`src/rtl/crq_pkg.sv`:
```
// Package with the shared types and constants of the connection request queue.
`default_nettype none

package crq_pkg;

    localparam int QUEUE_DEPTH = 10;
    localparam int CNT_W       = $clog2(QUEUE_DEPTH + 1);
    localparam int QCNT_W      = 4;
    localparam int ID_W        = 16;
    localparam int ADDR_W      = 48;

    localparam logic [1:0] OP_CONNECT  = 2'd0;
    localparam logic [1:0] OP_ADVANCE  = 2'd1;
    localparam logic [1:0] OP_CLEANUP  = 2'd2;
    localparam logic [1:0] OP_DISPATCH = 2'd3;

    localparam logic [1:0] STATUS_OK    = 2'd0;
    localparam logic [1:0] STATUS_EMPTY = 2'd1;
    localparam logic [1:0] STATUS_DUP   = 2'd2;
    localparam logic [1:0] STATUS_FULL  = 2'd3;

    typedef struct packed {
        logic [1:0]        op;
        logic [ID_W-1:0]   service_id;
        logic [ADDR_W-1:0] device_addr;
        logic              stack_running;
    } crq_req_t;

    typedef struct packed {
        logic [1:0]        status;
        logic              dispatch_valid;
        logic [ID_W-1:0]   dispatch_id;
        logic [ADDR_W-1:0] dispatch_addr;
        logic [QCNT_W-1:0] queue_count;
    } crq_rsp_t;

    // Contents of one queue slot, handed from a cell to its neighbor on a shift.
    typedef struct packed {
        logic              occ;
        logic              busy;
        logic [ID_W-1:0]   id;
        logic [ADDR_W-1:0] addr;
    } crq_slot_t;

    // Commands broadcast from the controller to every cell.
    typedef struct packed {
        logic              append;
        logic              remove_id;
        logic              remove_head;
        logic [ID_W-1:0]   key;
        logic [ADDR_W-1:0] addr;
    } crq_cmd_t;

endpackage

`default_nettype wire

```
`src/rtl/crq_cell.sv`:
```
// One queue slot: holds a request and shifts toward the head on removal.
`default_nettype none

module crq_cell
    import crq_pkg::*;
(
    input  wire logic      clk,
    input  wire logic      rst_n,
    input  wire crq_cmd_t  cmd,
    input  wire logic      mark_busy,
    input  wire logic      prev_occ,
    input  wire crq_slot_t nxt,
    input  wire logic      kill_in,
    output logic           kill_out,
    output logic           match,
    output crq_slot_t      cur
);

    logic              occ_reg, occ_next;
    logic              busy_reg, busy_next;
    logic [ID_W-1:0]   id_reg, id_next;
    logic [ADDR_W-1:0] addr_reg, addr_next;
    logic              load;

    assign match    = occ_reg && (id_reg == cmd.key);
    // From a removal point on, that cell and every later cell take their neighbor's slot.
    assign kill_out = kill_in || (cmd.remove_id && match);
    // The first empty cell takes an appended request.
    assign load     = cmd.append && !occ_reg && prev_occ;

    assign cur.occ  = occ_reg;
    assign cur.busy = busy_reg;
    assign cur.id   = id_reg;
    assign cur.addr = addr_reg;

    always_comb
    begin
        occ_next  = occ_reg;
        busy_next = busy_reg;
        id_next   = id_reg;
        addr_next = addr_reg;
        priority if (kill_out)
        begin
            occ_next  = nxt.occ;
            busy_next = nxt.busy;
            id_next   = nxt.id;
            addr_next = nxt.addr;
        end
        else if (load)
        begin
            occ_next  = 1'b1;
            busy_next = 1'b0;
            id_next   = cmd.key;
            addr_next = cmd.addr;
        end
        else if (mark_busy)
        begin
            busy_next = 1'b1;
        end
    end

    always_ff @(posedge clk or negedge rst_n)
    begin
        if (!rst_n)
        begin
            occ_reg  <= 1'b0;
            busy_reg <= 1'b0;
        end
        else
        begin
            occ_reg  <= occ_next;
            busy_reg <= busy_next;
        end
    end

    always_ff @(posedge clk)
    begin
        id_reg   <= id_next;
        addr_reg <= addr_next;
    end

endmodule

`default_nettype wire

```
`src/rtl/connection_request_queue.sv`:
```
// Top level of the connection request queue: controller and row of slot cells.
//
// The block keeps a FIFO of up to QUEUE_DEPTH pending connection requests in a
// row of cells, head in cell zero. Each cell compares its id against the key
// in parallel; removals shift the tail of the row one cell toward the head.
// Requests arrive on the req channel (req_valid / req_stall) and each one
// produces exactly one transaction on the rsp channel (rsp_valid / rsp_stall).
// A request is accepted only while the controller is idle, then passes through
// S_MOD for the queue update (append, duplicate and full checks, removal) and
// S_DISP for the optional dispatch of the head, where the response is
// registered. A new request is not accepted until the previous one has left
// S_DISP. The response register decouples the two sides: the next request is
// taken while a finished response still waits. If the receiver stalls and the
// response register is still full, the dispatch state waits until it frees.
// Reset empties the queue and clears all busy flags and both valid signals.
`default_nettype none

module connection_request_queue
    import crq_pkg::*;
(
    input  wire logic     clk,
    input  wire logic     rst_n,
    input  wire logic     req_valid,
    output logic          req_stall,
    input  wire crq_req_t req,
    output logic          rsp_valid,
    input  wire logic     rsp_stall,
    output crq_rsp_t      rsp
);

    typedef enum logic [1:0] {S_IDLE, S_MOD, S_DISP} state_t;

    state_t            state_reg;
    crq_req_t          req_reg;
    logic [CNT_W-1:0]  count_reg;
    logic [1:0]        status_reg;
    logic              rsp_valid_reg;
    crq_rsp_t          rsp_reg;

    crq_cmd_t          cmd;
    crq_slot_t         slot [QUEUE_DEPTH];
    logic [QUEUE_DEPTH:0]   kill;
    logic [QUEUE_DEPTH-1:0] match;
    logic              any_match;
    logic              full;
    logic              empty;
    logic              rsp_free;
    logic              do_disp;
    logic              issue;

    assign req_stall = (state_reg != S_IDLE);
    assign rsp_valid = rsp_valid_reg;
    assign rsp       = rsp_reg;

    assign any_match = |match;
    assign full      = (count_reg >= CNT_W'(QUEUE_DEPTH));
    assign empty     = (count_reg == '0);
    assign rsp_free  = !rsp_valid_reg || !rsp_stall;

    // Dispatch follows a dispatch request, and connect and advance when the stack is running.
    assign do_disp = (req_reg.op == OP_DISPATCH) ||
                     (((req_reg.op == OP_CONNECT) || (req_reg.op == OP_ADVANCE)) &&
                      req_reg.stack_running);
    assign issue   = (state_reg == S_DISP) && rsp_free && do_disp &&
                     slot[0].occ && !slot[0].busy;

    always_comb
    begin
        cmd.append      = (state_reg == S_MOD) && (req_reg.op == OP_CONNECT) &&
                          !full && !any_match;
        cmd.remove_head = (state_reg == S_MOD) && (req_reg.op == OP_ADVANCE) && !empty;
        cmd.remove_id   = (state_reg == S_MOD) && (req_reg.op == OP_CLEANUP);
        cmd.key         = req_reg.service_id;
        cmd.addr        = req_reg.device_addr;
    end

    assign kill[0] = cmd.remove_head;

    for (genvar i = 0; i < QUEUE_DEPTH; i++)
    begin : g_cell
        logic      prev_occ;
        crq_slot_t nxt;
        logic      mark;

        if (i == 0)
        begin : g_head
            assign prev_occ = 1'b1;
            assign mark     = issue;
        end
        else
        begin : g_body
            assign prev_occ = slot[i-1].occ;
            assign mark     = 1'b0;
        end

        if (i == QUEUE_DEPTH - 1)
        begin : g_tail
            assign nxt = '0;
        end
        else
        begin : g_link
            assign nxt = slot[i+1];
        end

        crq_cell u_cell (
            .clk       (clk),
            .rst_n     (rst_n),
            .cmd       (cmd),
            .mark_busy (mark),
            .prev_occ  (prev_occ),
            .nxt       (nxt),
            .kill_in   (kill[i]),
            .kill_out  (kill[i+1]),
            .match     (match[i]),
            .cur       (slot[i])
        );
    end

    always_ff @(posedge clk or negedge rst_n)
    begin
        if (!rst_n)
        begin
            state_reg     <= S_IDLE;
            count_reg     <= '0;
            status_reg    <= STATUS_OK;
            rsp_valid_reg <= 1'b0;
            req_reg       <= '0;
            rsp_reg       <= '0;
        end
        else
        begin
            // In the dispatch state a new response is loaded whenever the register is free,
            // otherwise the register empties once the receiver takes its transaction.
            if ((state_reg == S_DISP) && rsp_free)
            begin
                rsp_valid_reg <= 1'b1;
            end
            else if (!rsp_stall)
            begin
                rsp_valid_reg <= 1'b0;
            end

            unique case (state_reg)
                S_IDLE:
                begin
                    if (req_valid)
                    begin
                        req_reg   <= req;
                        state_reg <= S_MOD;
                    end
                end

                S_MOD:
                begin
                    unique case (req_reg.op)
                        OP_CONNECT:
                        begin
                            if (full)
                            begin
                                status_reg <= STATUS_FULL;
                            end
                            else if (any_match)
                            begin
                                status_reg <= STATUS_DUP;
                            end
                            else
                            begin
                                status_reg <= STATUS_OK;
                                count_reg  <= count_reg + 1'b1;
                            end
                        end
                        OP_ADVANCE:
                        begin
                            if (empty)
                            begin
                                status_reg <= STATUS_EMPTY;
                            end
                            else
                            begin
                                status_reg <= STATUS_OK;
                                count_reg  <= count_reg - 1'b1;
                            end
                        end
                        OP_CLEANUP:
                        begin
                            status_reg <= STATUS_OK;
                            if (any_match)
                            begin
                                count_reg <= count_reg - 1'b1;
                            end
                        end
                        OP_DISPATCH:
                        begin
                            status_reg <= STATUS_OK;
                        end
                        default:
                        begin
                            status_reg <= STATUS_OK;
                        end
                    endcase
                    state_reg <= S_DISP;
                end

                S_DISP:
                begin
                    if (rsp_free)
                    begin
                        rsp_reg.queue_count    <= QCNT_W'(count_reg);
                        rsp_reg.dispatch_valid <= issue;
                        rsp_reg.dispatch_id    <= issue ? slot[0].id : '0;
                        rsp_reg.dispatch_addr  <= issue ? slot[0].addr : '0;
                        if ((req_reg.op == OP_DISPATCH) && !slot[0].occ)
                        begin
                            rsp_reg.status <= STATUS_EMPTY;
                        end
                        else
                        begin
                            rsp_reg.status <= status_reg;
                        end
                        state_reg <= S_IDLE;
                    end
                end

                default:
                begin
                    state_reg <= S_IDLE;
                end
            endcase
        end
    end

endmodule

`default_nettype wire
```
`config.mk`:
```
export PLATFORM = sky130hd
export DESIGN_NAME = connection_request_queue
export DESIGN_NICKNAME = d
export VERILOG_FILES = /design/src/rtl/crq_pkg.sv /design/src/rtl/crq_cell.sv /design/src/rtl/connection_request_queue.sv
export SDC_FILE = /design/constraint.sdc
export NUM_CORES = 1
export LEC_CHECK = 0
export CORE_MARGIN = 4
export CORE_UTILIZATION = 60
export CTS_CLUSTER_SIZE = 10
export DETAILED_ROUTE_END_ITERATION = 10
export DONT_BUFFER_PORTS = 1
export PLACE_DENSITY_LB_ADDON = 0.1
export SETUP_SLACK_MARGIN = 0.05
export SLEW_MARGIN = 20
export SYNTH_ARGS = -nofsm -noshare
export SYNTH_HDL_FRONTEND = slang
export SYNTH_SLANG_ARGS = --single-unit
export TNS_END_PERCENT = 50
```
`constraint.sdc`:
```
create_clock -name clk -period 10.82 [get_ports clk]
set_clock_uncertainty 0.1 [all_clocks]
set_input_delay 1.082 -clock clk [delete_from_list [all_inputs] [get_ports clk]]
set_output_delay 1.082 -clock clk [all_outputs]
set_load 0.05 [all_outputs]
```
==> impl_results.md, run 1 <==
- Run status: finished, final reports clean
- Number of flops mapped to enable cells by yosys: roughly 580
- DR vias/cell: 6.14
- Fillcell total: 4047
- Slowest cell on crit path: dfrtp_1
- Max FFs per register: 480
- Slew margin rel.: 17.3%
- Post-cts sizing count: 0
- All-layer global routing usage: 24.7%
- Die Y: 249 um
- Routed WL per cell: around 26 um
- Vias in the first global route: roughly 19000
- Residual overflow from global routing: 0
- Startpoint types: flop
- Crit. End Element: flop
- Max IR drop VDD: ~0.00021 V
- Mapped Cells: between 2000 and 2500
- Crit path DAT: ~5.8 ns
- Initial antenna violation count: 2
- Final setup vio count: 0
- First-pass GRT wire length: around 120000 um
- Final net count: between 2000 and 2500
- Final hold violation count: 0
- Warnings from Yosys: 0
- DRC Markers: 0
- RSZ-0062 raised after global routing: no
- Critical path, cell by cell: xor2_1 -> nor4_1 -> nand4_1 -> o32ai_2 -> a21oi_4 -> nand2_4 -> buf_4 -> a21oi_4 -> buf_4 -> o31ai_4 -> buf_4
- H-tree levels: 3
- Final period utilization: around 52%
- Iteration-0 DRC Markers: 1422
- Sw Ratio: roughly a third
- Maximum clock rate: 178 MHz
- Layout overhead on the synthesized area: 9.28%
- DRT antenna net count: 0
- Clock power frac: between 20 and 30%
- Post-DP Area: 35400 sq um
- Asr flop ratio synth: around 20%
- Die area: about 62000 sq um
- Mapped Area: between 30000 and 40000 sq um
- FF-to-FF setup slack: between 5 and 6 ns
- FF-to-FF Start: cmd[49]
- Layout cells sized above 1: a little under two fifths
- Switching pwr: approximately 3.6 mW
- Antenna diode count: 0
- Post-CTS Setup Inserts: 0
- WP data required: 10.95 ns
- Clock Pin Slew Worst Setup and Hold Paths: approximately 0.060 ns
- Core ar.: a little under 60000 sq um
- Main flop type after synthesis: edfxtp_1
- TritonCTS clock tree: done
- CTS root buf: clkbuf_16
- Yosys cell types: between 50 and 60
- Final wirelength: ~77000 um
- Comb power frac: between 20% and 30%
- Pleak: around 14 nW
- Post-Place Worst Slack: ~5.3 ns
- Syn_nets: between 2000 and 2500
- Via Count: between 15000 and 20000
- Worst Setup Path Type: flop to flop
- Setup TNS: 0 ns
- Max FO, Critical Path: 67
- Initial core utilization: between 60% and 70%
- Port Buffers: 0
- Top Ports: 144
- Largest net degree at the start of global routing: ~160
- Most frequent CP cell: buf_4
- Insertion delay to the later sink of the worst-skew pair: 0.63 ns
- Post-synthesis register bit count: roughly 800
- Row count: 88
- Largest stage delay, worst path: around 0.87 ns
- Total of max-cap violations: 0
- RePlAce Congestion: about 0.99
- # hold bufs at CTS: 0
- Reg power frac: between 50% and 60%
- Worst Setup SP: cmd[49]
- Clock tree buffer depth: 3
- Placed wire-length estimate: between 40000 and 50000 um
- Slew Viols, Final: 0
- Least-Margin Pin Slew: 1.23 ns
- Pre-antenna DRT Iters: 5
- Finished Cell Area: about 38000 sq um
- Syn avg cell area: about 16 sq um
- Hold WC Path Type: primary input to async pin
- PwrDens: between 200 and 300 nW/um^2
- Internal: around 7.4 mW
- Final WS setup: roughly 5.2 ns
- Num Clock Sinks: 798
- Die X-Extent: 249 um
- Cts bufs inserted: a little over 90
- Final min period: about 5.6 ns
- Register area share after synthesis: ~65%
==> area by class of cell <==
class                      instances  area (sq um)  share of cell area [%]
clock buffer                     166          2660                    6.98
timing repair buffer              28           249                   0.653
sequential                       798         22500                    59.1
tap                              765           957                    2.51
clock inverter                     4          56.3                   0.148
inverter                          13          48.8                   0.128
multi-input combinational       1175         11600                    30.5
==> path summary, 6_finish.rpt <==
path | end | cells after the start
worst max-delay path | g_cell[4].u_cell.addr_reg[19] | 11
worst max register to register | g_cell[4].u_cell.addr_reg[19] | 11
worst min register to register | rsp[48] | 1
worst min-delay path | cmd[57] | 0
max in group asynchronous | cmd[26] | 0
min in group clk | rsp[48] | 1
==> power groups by stage <==
stage               Clock (mW)  Combinational (mW)  Sequential (mW)
floorplan                    0                2.37             5.13
finish                    2.81                2.65             5.57
detailed placement           0                2.63             5.63
CTS                       2.87                2.65             5.57
global route              3.02                2.87             5.68
global placement             0                2.55             5.59
==> Yosys cell counts (12+ instances only) <==
| cell type | n | area (sq um) |
|---|---|---|
| a22o_1 | 64 | 561 |
| buf_2 | 39 | 195 |
| buf_4 | 31 | 233 |
| clkbuf_1 | 100 | 375 |
| dfrtp_1 | 158 | 3950 |
| dfxtp_1 | 64 | 1280 |
| edfxtp_1 | 576 | 17300 |
| inv_1 | 13 | 48.8 |
| mux2_2 | 612 | 6890 |
| mux2_4 | 39 | 586 |
| mux2i_1 | 65 | 651 |
| nand2_1 | 18 | 67.6 |
| nand4_1 | 12 | 75.1 |
| nor2_1 | 75 | 282 |
| nor3_1 | 12 | 60.1 |
| nor4_1 | 30 | 188 |
| o21ai_0 | 12 | 60.1 |
| xnor2_1 | 23 | 201 |
| xor2_1 | 141 | 1230 |
==> cells in the final DEF (no fill, tap or decap), drive strengths merged, types with 2 or more instances in the layout <==
cell type and count:
a21o 4, a21oi 7, a22o 64, a22oi 2
a31oi 2, and2 2, and3 3, buf 28
clkbuf 166, dfrtp 158, dfxtp 64, edfxtp 576
ha 7, inv 16, mux2 651, mux2i 65
nand2 18, nand2b 3, nand3 10, nand4 12
nor2 75, nor2b 2, nor3 13, nor4 31
o211ai 2, o21ai 14, o21bai 4, o22ai 2
o31ai 5, o32ai 2, xnor2 23, xor2 141
==> cell families after synthesis <==
logic type               synth area share (%)
flip-flops                               64.5
multiplexers                             23.3
buffers and inverters                    2.73
AND/OR/NAND/NOR                          2.45
XOR/XNOR                                 4.11
AO/OA/AOI/OAI                            2.58
adder cells (fa/ha/maj)                 0.308
==> critical path, delay by kind of cell, from the launching register on <==
family                 cells  cell delay, ns
buffers and inverters      3            2.14
AO/OA/AOI/OAI              4            1.02
flip-flops                 1            0.87
AND/OR/NAND/NOR            3            0.80
XOR/XNOR                   1            0.18
==> routing by layer <==
metal  part of all wire, %  vias up  track usage [%]
met4                   2.1        2             6.73
met5                 0.018        -                0
met2                    47      523             39.7
li1                      -     8003                -
met3                   6.5      109             4.85
met1                    44     9457             35.1
==> stage by stage <==
| stage | power, mW | instances | hold WS, ns | utilization (%) |
|---|---|---|---|---|
| finish | 11.0 | 2949 | 0.0468 | 66.1 |
| global route | 11.6 | 2949 | 0.0298 | 66.1 |
| CTS | 11.1 | 2949 | 0.0172 | 66.1 |
| detailed placement | 8.26 | 2779 | 0.349 | 61.4 |
| global placement | 8.14 | 2776 | 0.348 | 61.3 |
| floorplan | 7.50 | 2167 | 0.343 | - |
Note: power is estimated with default switching activity, not from simulation.
==> inputs of run 2 (changes only) <==
Clock period 10.82 ns to 5.2 ns, I/O delays scaled along.
==> run 2 against run 1 <==
Sequential cell count did not move. Clock power increased by 110%. Critical endpoint is now g_cell[8].u_cell.addr_reg[42]. Power rose by 110%. Critical path type unchanged.
==> impl_results.md, run 2 (same netlist as run 1, synthesis figures left out) <==
- Initial antenna violation count: 0
- Largest stage delay, worst path: 0.92 ns
- Hold path cells: 1
- Crit path DAT: between 4 and 5 ns
- Total of max-cap violations: 0
- Reg2Reg Depth: 9
- Layout cells sized above 1: a little over a third
- Final min period: 4.58 ns
- Placed wire-length estimate: around 46000 um
- Final hold violation count: 0
- Final net count: between 2000 and 2500
- Clock tree buffer depth: 3
- Post-cts sizing count: 0
- FF-to-FF setup slack: 0.62 ns
- First-pass GRT wire length: ~120000 um
- Hold endpoint: rsp[8]
- Via Count: around 19000
- Finished Layout Cells: around 3000
- Final WS setup: about 0.62 ns
- DRC Markers: 0
- Cts bufs inserted: 90
- Final wirelength: 78100 um
- H-tree levels: 3
- Worst path bufs/invs: 1
- Residual overflow from global routing: 0
- Vias in the first global route: between 15000 and 20000
- Final period utilization: between 80% and 90%
- Total power: approximately 23 mW
- Max FO, Critical Path: 48
- Slowest cell on crit path: dfrtp_1
- Least-Margin Pin Slew: between 1 and 1.5 ns
- Die X-Extent: roughly 250 um
- RePlAce Congestion: slightly below 1
- RSZ-0062 raised after global routing: no
- Insertion delay to the later sink of the worst-skew pair: approximately 0.64 ns
- Iteration-0 DRC Markers: around 1300
- Initial core utilization: 60.5%
- Critical path's top delay family: simple AND/OR/NAND/NOR gates
- Row count: 88
- Layout overhead on the synthesized area: 12.1%
- Fillcell total: between 3000 and 4000
- Top Ports: about 140
- Hold WC Path Type: flop to flop
- Clock Pin Slew Worst Setup and Hold Paths: around 0.05 ns
- Max FFs per register: 480
- TritonCTS clock tree: done
- PwrDens: 590 nW/um^2
- Final core occ: 67.8%
- Worst Setup Path Type: flop to flop
- CTS root buf: clkbuf_16
- Max IR drop VDD: between 0.0004 and 0.0005 V
- Post-CTS Setup Inserts: 0
- Critical path, cell by cell: xor2_1 -> nor4_1 -> nand4_1 -> nor3_1 -> nor4_2 -> a21o_1 -> and2_4 -> buf_4 -> mux2_4
- Inst Count DP: 2800
- Largest net degree at the start of global routing: 159
- Startpoint types: flop
- Final setup vio count: 0
- Core ar.: ~58000 sq um
- Num Clock Sinks: between 700 and 800
- Pre-antenna DRT Iters: 5
- Most common cell after layout, fill and taps aside: mux2_2
- Crit Reg-Reg Endpoint: g_cell[8].u_cell.addr_reg[42]
- DR vias/cell: roughly 6
- Die area: between 60000 and 70000 sq um
- Slew margin rel.: 24.5%
- DRT antenna net count: 0
- Pleak: roughly 14 nW
- Maximum clock rate: between 200 and 250 MHz
- Slew Viols, Final: 0
- Hold Slack: 0.359 ns
- FF-to-FF Start: cmd[58]
- WP data required: ~5.5 ns
- All-layer global routing usage: about a quarter
- Run status: finished, final reports clean
- Port Buffers: 0
- Routed WL per cell: around 26 um
- Crit. End Element: flop
- Hold path start: g_cell[0].u_cell.addr_reg[4]
- Most frequent cells in the layout: 612 x mux2_2, 576 x edfxtp_1, 158 x dfrtp_1, 141 x xor2_1, 93 x clkbuf_16
- Die Y: roughly 250 um
- Post-Place Worst Slack: roughly 0.7 ns
run 2: cell count changes in the layout (fill, tap and decap cells not counted), sizes merged:
cell / change
clkinv: +1
dlygate4sd3: +69
diode: +1
buf: +22
inv: -1
run 2: worst max-delay path by stage:
stage / startpoint / end / slack [ns] / cells after the start
3_3_place_gp: cmd[52] / g_cell[3].u_cell.addr_reg[28] / 0.72 / 9
2_1_floorplan: cmd[53] / g_cell[4].u_cell.addr_reg[0] / -1.93 / 9
4_1_cts: cmd[52] / g_cell[3].u_cell.addr_reg[38] / 0.70 / 9
6_report: cmd[58] / g_cell[8].u_cell.addr_reg[42] / 0.62 / 9
3_5_place_dp: cmd[52] / g_cell[3].u_cell.addr_reg[40] / 0.69 / 9
5_1_grt: cmd[48] / g_cell[3].u_cell.addr_reg[46] / 0.42 / 9
run 2: stage by stage:
| step | instance area [sq um] | setup TNS (ns) |
|---|---|---|
| after floorplan | 34900 | -730.76 |
| after global placement | 35700 | 0 |
| after detailed placement | 35700 | 0 |
| after CTS | 39100 | 0 |
| after global routing | 39100 | 0 |
| final | 39100 | 0 |
run 2: worst reg2reg max path: cells and delay by family (launching register included):
kind / cells / cell delay [ns]
xor gates and xnor gates: 1 / 0.14
buffers and inverters: 1 / 0.40
DFF: 1 / 0.92
and+or+nand+nor: 5 / 2.21
AOI/OAI and AO/OA: 1 / 0.24
muxes: 1 / 0.32
run 2: area by class of cell:
class                   instances  area, sq um  area share [%]
flip-flops and latches        798        22500            57.6
multi-input cells            1175        11600            29.8
diodes                          1         2.50         0.00639
repair buffers                119         1280            3.26
inverters                      13         48.8           0.125
clock buffers                 166         2610            6.67
clock inverters                 4         63.8           0.163
well taps                     765          957            2.45
run 2: where the power goes:
group	internal [mW]	leakage [nW]	switching, mW
registers	9.03	7.71	2.46
logic	3.09	5.06	2.72
clock network	3.37	1.27	2.43
total	15.5	14.0	7.60
run 2: what timing repair did:
item                                   CTS  global route
setup endpoints to repair                0             0
endpoints found under the hold margin  226             0
hold buffers                            70             0
run 2: routing by layer:
layer	vias up	track usage [%]	routed length (um)
met5	-	0	0
met4	0	7.16	2070
met3	144	4.91	5470
met2	663	39.2	36400
met1	9609	35.9	34100
li1	8165	-	-
==> inputs of run 3 (changes only) <==
Settings changed: ABC_AREA from default to 1.
==> run 3 against run 2 <==
Via count up 38%. Sequential share of layout area down 0.31 points. Clock power shrank 0.7%. Power is 1.9% lower. Cell count grew 49%. Die area rose by 1.9%. Maximum frequency increased by 7.2%. Hold slack got worse by 0.32 ns. Setup slack better by 0.31 ns. Largest power group unchanged. Core utilization fell by 1.0 points. Register-to-register slack improved by 0.31 ns. Design area up 0.54%.
==> impl_results.md, run 3 <==
- Number of flops mapped to enable cells by yosys: about 580
- Mapped Area: about 36000 sq um
- All-layer global routing usage: 26.6%
- Hold endpoint: rsp_valid
- Antenna diode count: 0
- Yosys top cell by area: edfxtp_1
- Area fraction of the dominant cell type after synthesis: about half
- DRT antenna net count: 0
- Final net count: between 3000 and 4000
- Routed WL per cell: 18.7 um
- Pleak: 15.3 nW
- Most common cell after layout, fill and taps aside: nand2_1
- Num Clock Sinks: between 700 and 800
- Register area share after synthesis: between 60 and 70%
- Row count: 89
- Residual overflow from global routing: 0
- RSZ-0062 raised after global routing: no
- Worst path bufs/invs: 2
- Top Ports: between 100 and 150
- Maximum clock rate: 234 MHz
- Run status: finished, final reports clean
- Hold WC Path Type: primary input to flop
- Via Count: 25600
- Core ar.: a little under 60000 sq um
- Mapped Cells: between 3000 and 4000
- Synth area leaders: edfxtp_1 49%, nand2_1 13%, dfrtp_1 11%
- Syn_nets: roughly 3800
- Initial antenna violation count: 1
- Insertion delay to the later sink of the worst-skew pair: about 0.63 ns
- Asr flop ratio synth: around a fifth
- Die Y: approximately 250 um
- Iteration-0 DRC Markers: between 2000 and 2500
- Post-CTS Setup Inserts: 0
- Setup TNS: 0 ns
- PwrDens: around 580 nW/um^2
- Die area: 63300 sq um
- Layout overhead on the synthesized area: 10.5%
- Final setup vio count: 0
- First-pass GRT wire length: ~130000 um
- Pre-antenna DRT Iters: 6
- Crit. End Element: flop
- Met2 wire len: about 41000 um
- Post-cts sizing count: 0
- Crit Reg-Reg Endpoint: g_cell[8].u_cell.id_reg[6]
- Vias in the first global route: ~25000
- Max FO, Critical Path: between 50 and 60
- DR top layer: met4
- Final hold violation count: 0
- CTS root buf: clkbuf_16
- Most frequent cells in the layout: 1180 x nand2_1, 695 x o21ai_0, 576 x edfxtp_1, 286 x inv_1, 201 x nor2_1
- Met3 wire length: 5680 um
- Largest net degree at the start of global routing: roughly 160
- RePlAce Congestion: 0.846
- Top post-synthesis cells by count: 1189 x nand2_1, 695 x o21ai_0, 576 x edfxtp_1, 287 x inv_1, 201 x nor2_1
- Clock Pin Slew Worst Setup and Hold Paths: roughly 0.050 ns
- Least-Margin Pin Slew: ~0.98 ns
- Slew Viols, Final: 0
- Slowest cell on crit path: dfrtp_1
- WP data required: around 5.4 ns
- Worst Setup Path Type: flop to flop
- H-tree levels: 3
- Die X-Extent: 252 um
- Hold path start: rsp_stall
- Yosys cell types: 38
- Initial core utilization: ~60%
- Critical path, cell by cell: inv_1 -> nand2_1 -> nand4_1 -> nor2_1 -> nand4_1 -> nand2_4 -> nor2_4 -> nand4_4 -> nor2_1 -> nand3_4 -> buf_4 -> nand2_1 -> o21ai_0
- FF-to-FF Start: cmd[52]
- DRC Markers: 0
- Placed wire-length estimate: 52400 um
- Main flop type after synthesis: edfxtp_1
- Cts bufs inserted: 90
- Slew margin rel.: between 30% and 40%
- TritonCTS clock tree: done
- FF-to-FF setup slack: 0.93 ns
- Crit path DAT: about 4.5 ns
- DR vias/cell: 5.63
- Warnings from Yosys: 0
- Layout cells sized above 1: 5.10%
- Max IR drop VDD: roughly 0.00042 V
- Critical path's top delay family: simple AND/OR/NAND/NOR gates
- Final wirelength: roughly 85000 um
- Reg2Reg Depth: 13
- Final core occ: between 60% and 70%
- Startpoint types: flop
- Port Buffers: 0
- Top-count cell post-synth: nand2_1
- Final min period: about 4.3 ns
- Max FFs per register: between 400 and 500
- Final period utilization: 82.2%
- Post-synthesis register bit count: 798
- Hold path cells: 2
- Met1 wire length: 35500 um
- Total of max-cap violations: 0
- Syn avg cell area: roughly 9.5 sq um
- Largest stage delay, worst path: roughly 0.60 ns
- Clock tree buffer depth: 3
==> run 3: cell type report <==
cell class	instances	area, sq um
tap	773	967
clock buffer	163	2580
sequential	798	22500
timing repair buffer	116	1220
clock inverter	4	67.6
fill	4577	19600
inverter	302	1140
multi-input combinational	2380	10800
==> run 3: worst register-to-register path: cells and delay by family, from the launching register on <==
family	cells	cell delay, ns
simple gates	10	2.21
buf+inv	2	1.00
flops	1	0.60
compound gates	1	0.08
==> run 3: worst max-delay path by stage <==
stage / startpoint / to / cells after the start
after CTS: cmd[52] / g_cell[8].u_cell.addr_reg[34] / 13
final: cmd[52] / g_cell[8].u_cell.id_reg[6] / 13
after global routing: cmd[52] / g_cell[8].u_cell.id_reg[5] / 13
after floorplan: req_reg[65] / g_cell[8].u_cell.addr_reg[0] / 11
after detailed placement: cmd[52] / g_cell[8].u_cell.addr_reg[34] / 13
after global placement: cmd[52] / g_cell[8].u_cell.id_reg[4] / 13
==> run 3: through the flow <==
stage | cell area, sq um | cells | setup slack, ns | total power, mW | hold slack, ns
after detailed placement | 36000 | 4301 | 1.02 | 16.9 | 0.129
after global placement | 36000 | 4301 | 1.07 | 16.6 | 0.129
after CTS | 39400 | 4536 | 0.983 | 22.7 | 0.0126
after global routing | 39400 | 4536 | 0.612 | 24.0 | 0.0264
final | 39400 | 4536 | 0.926 | 22.7 | 0.0419
after floorplan | 35600 | 3751 | 1.13 | 15.2 | 0.124
==> run 3: kinds of logic after synthesis <==
logic type	synth area share [%]
DFF	63.3
and+or+nand+nor	17.9
AOI/OAI and AO/OA	10.3
buffers and inverters	6.67
adders and majority gates	0.302
xor gates and xnor gates	1.60
==> run 3: routing by layer <==
layer	global-route usage (%)	vias up
met4	8.27	0
li1	-	12300
met5	0	-
met1	35.0	12300
met3	4.81	158
met2	45.6	820
==> run 3: what timing repair did <==
action                                  in CTS  in global routing
hold buffers                                68                  0
hold endpoints to repair                   224                  0
endpoints found under the setup margin       0                  0
==> run 3: power by group <==
part           total, mW  switching, mW  leakage [nW]  internal, mW
clock               5.75           2.41          1.25          3.33
sequential          11.0           1.87          7.85          9.18
combinational       5.87           4.13          6.20          1.74
total               22.7           8.41          15.3          14.2
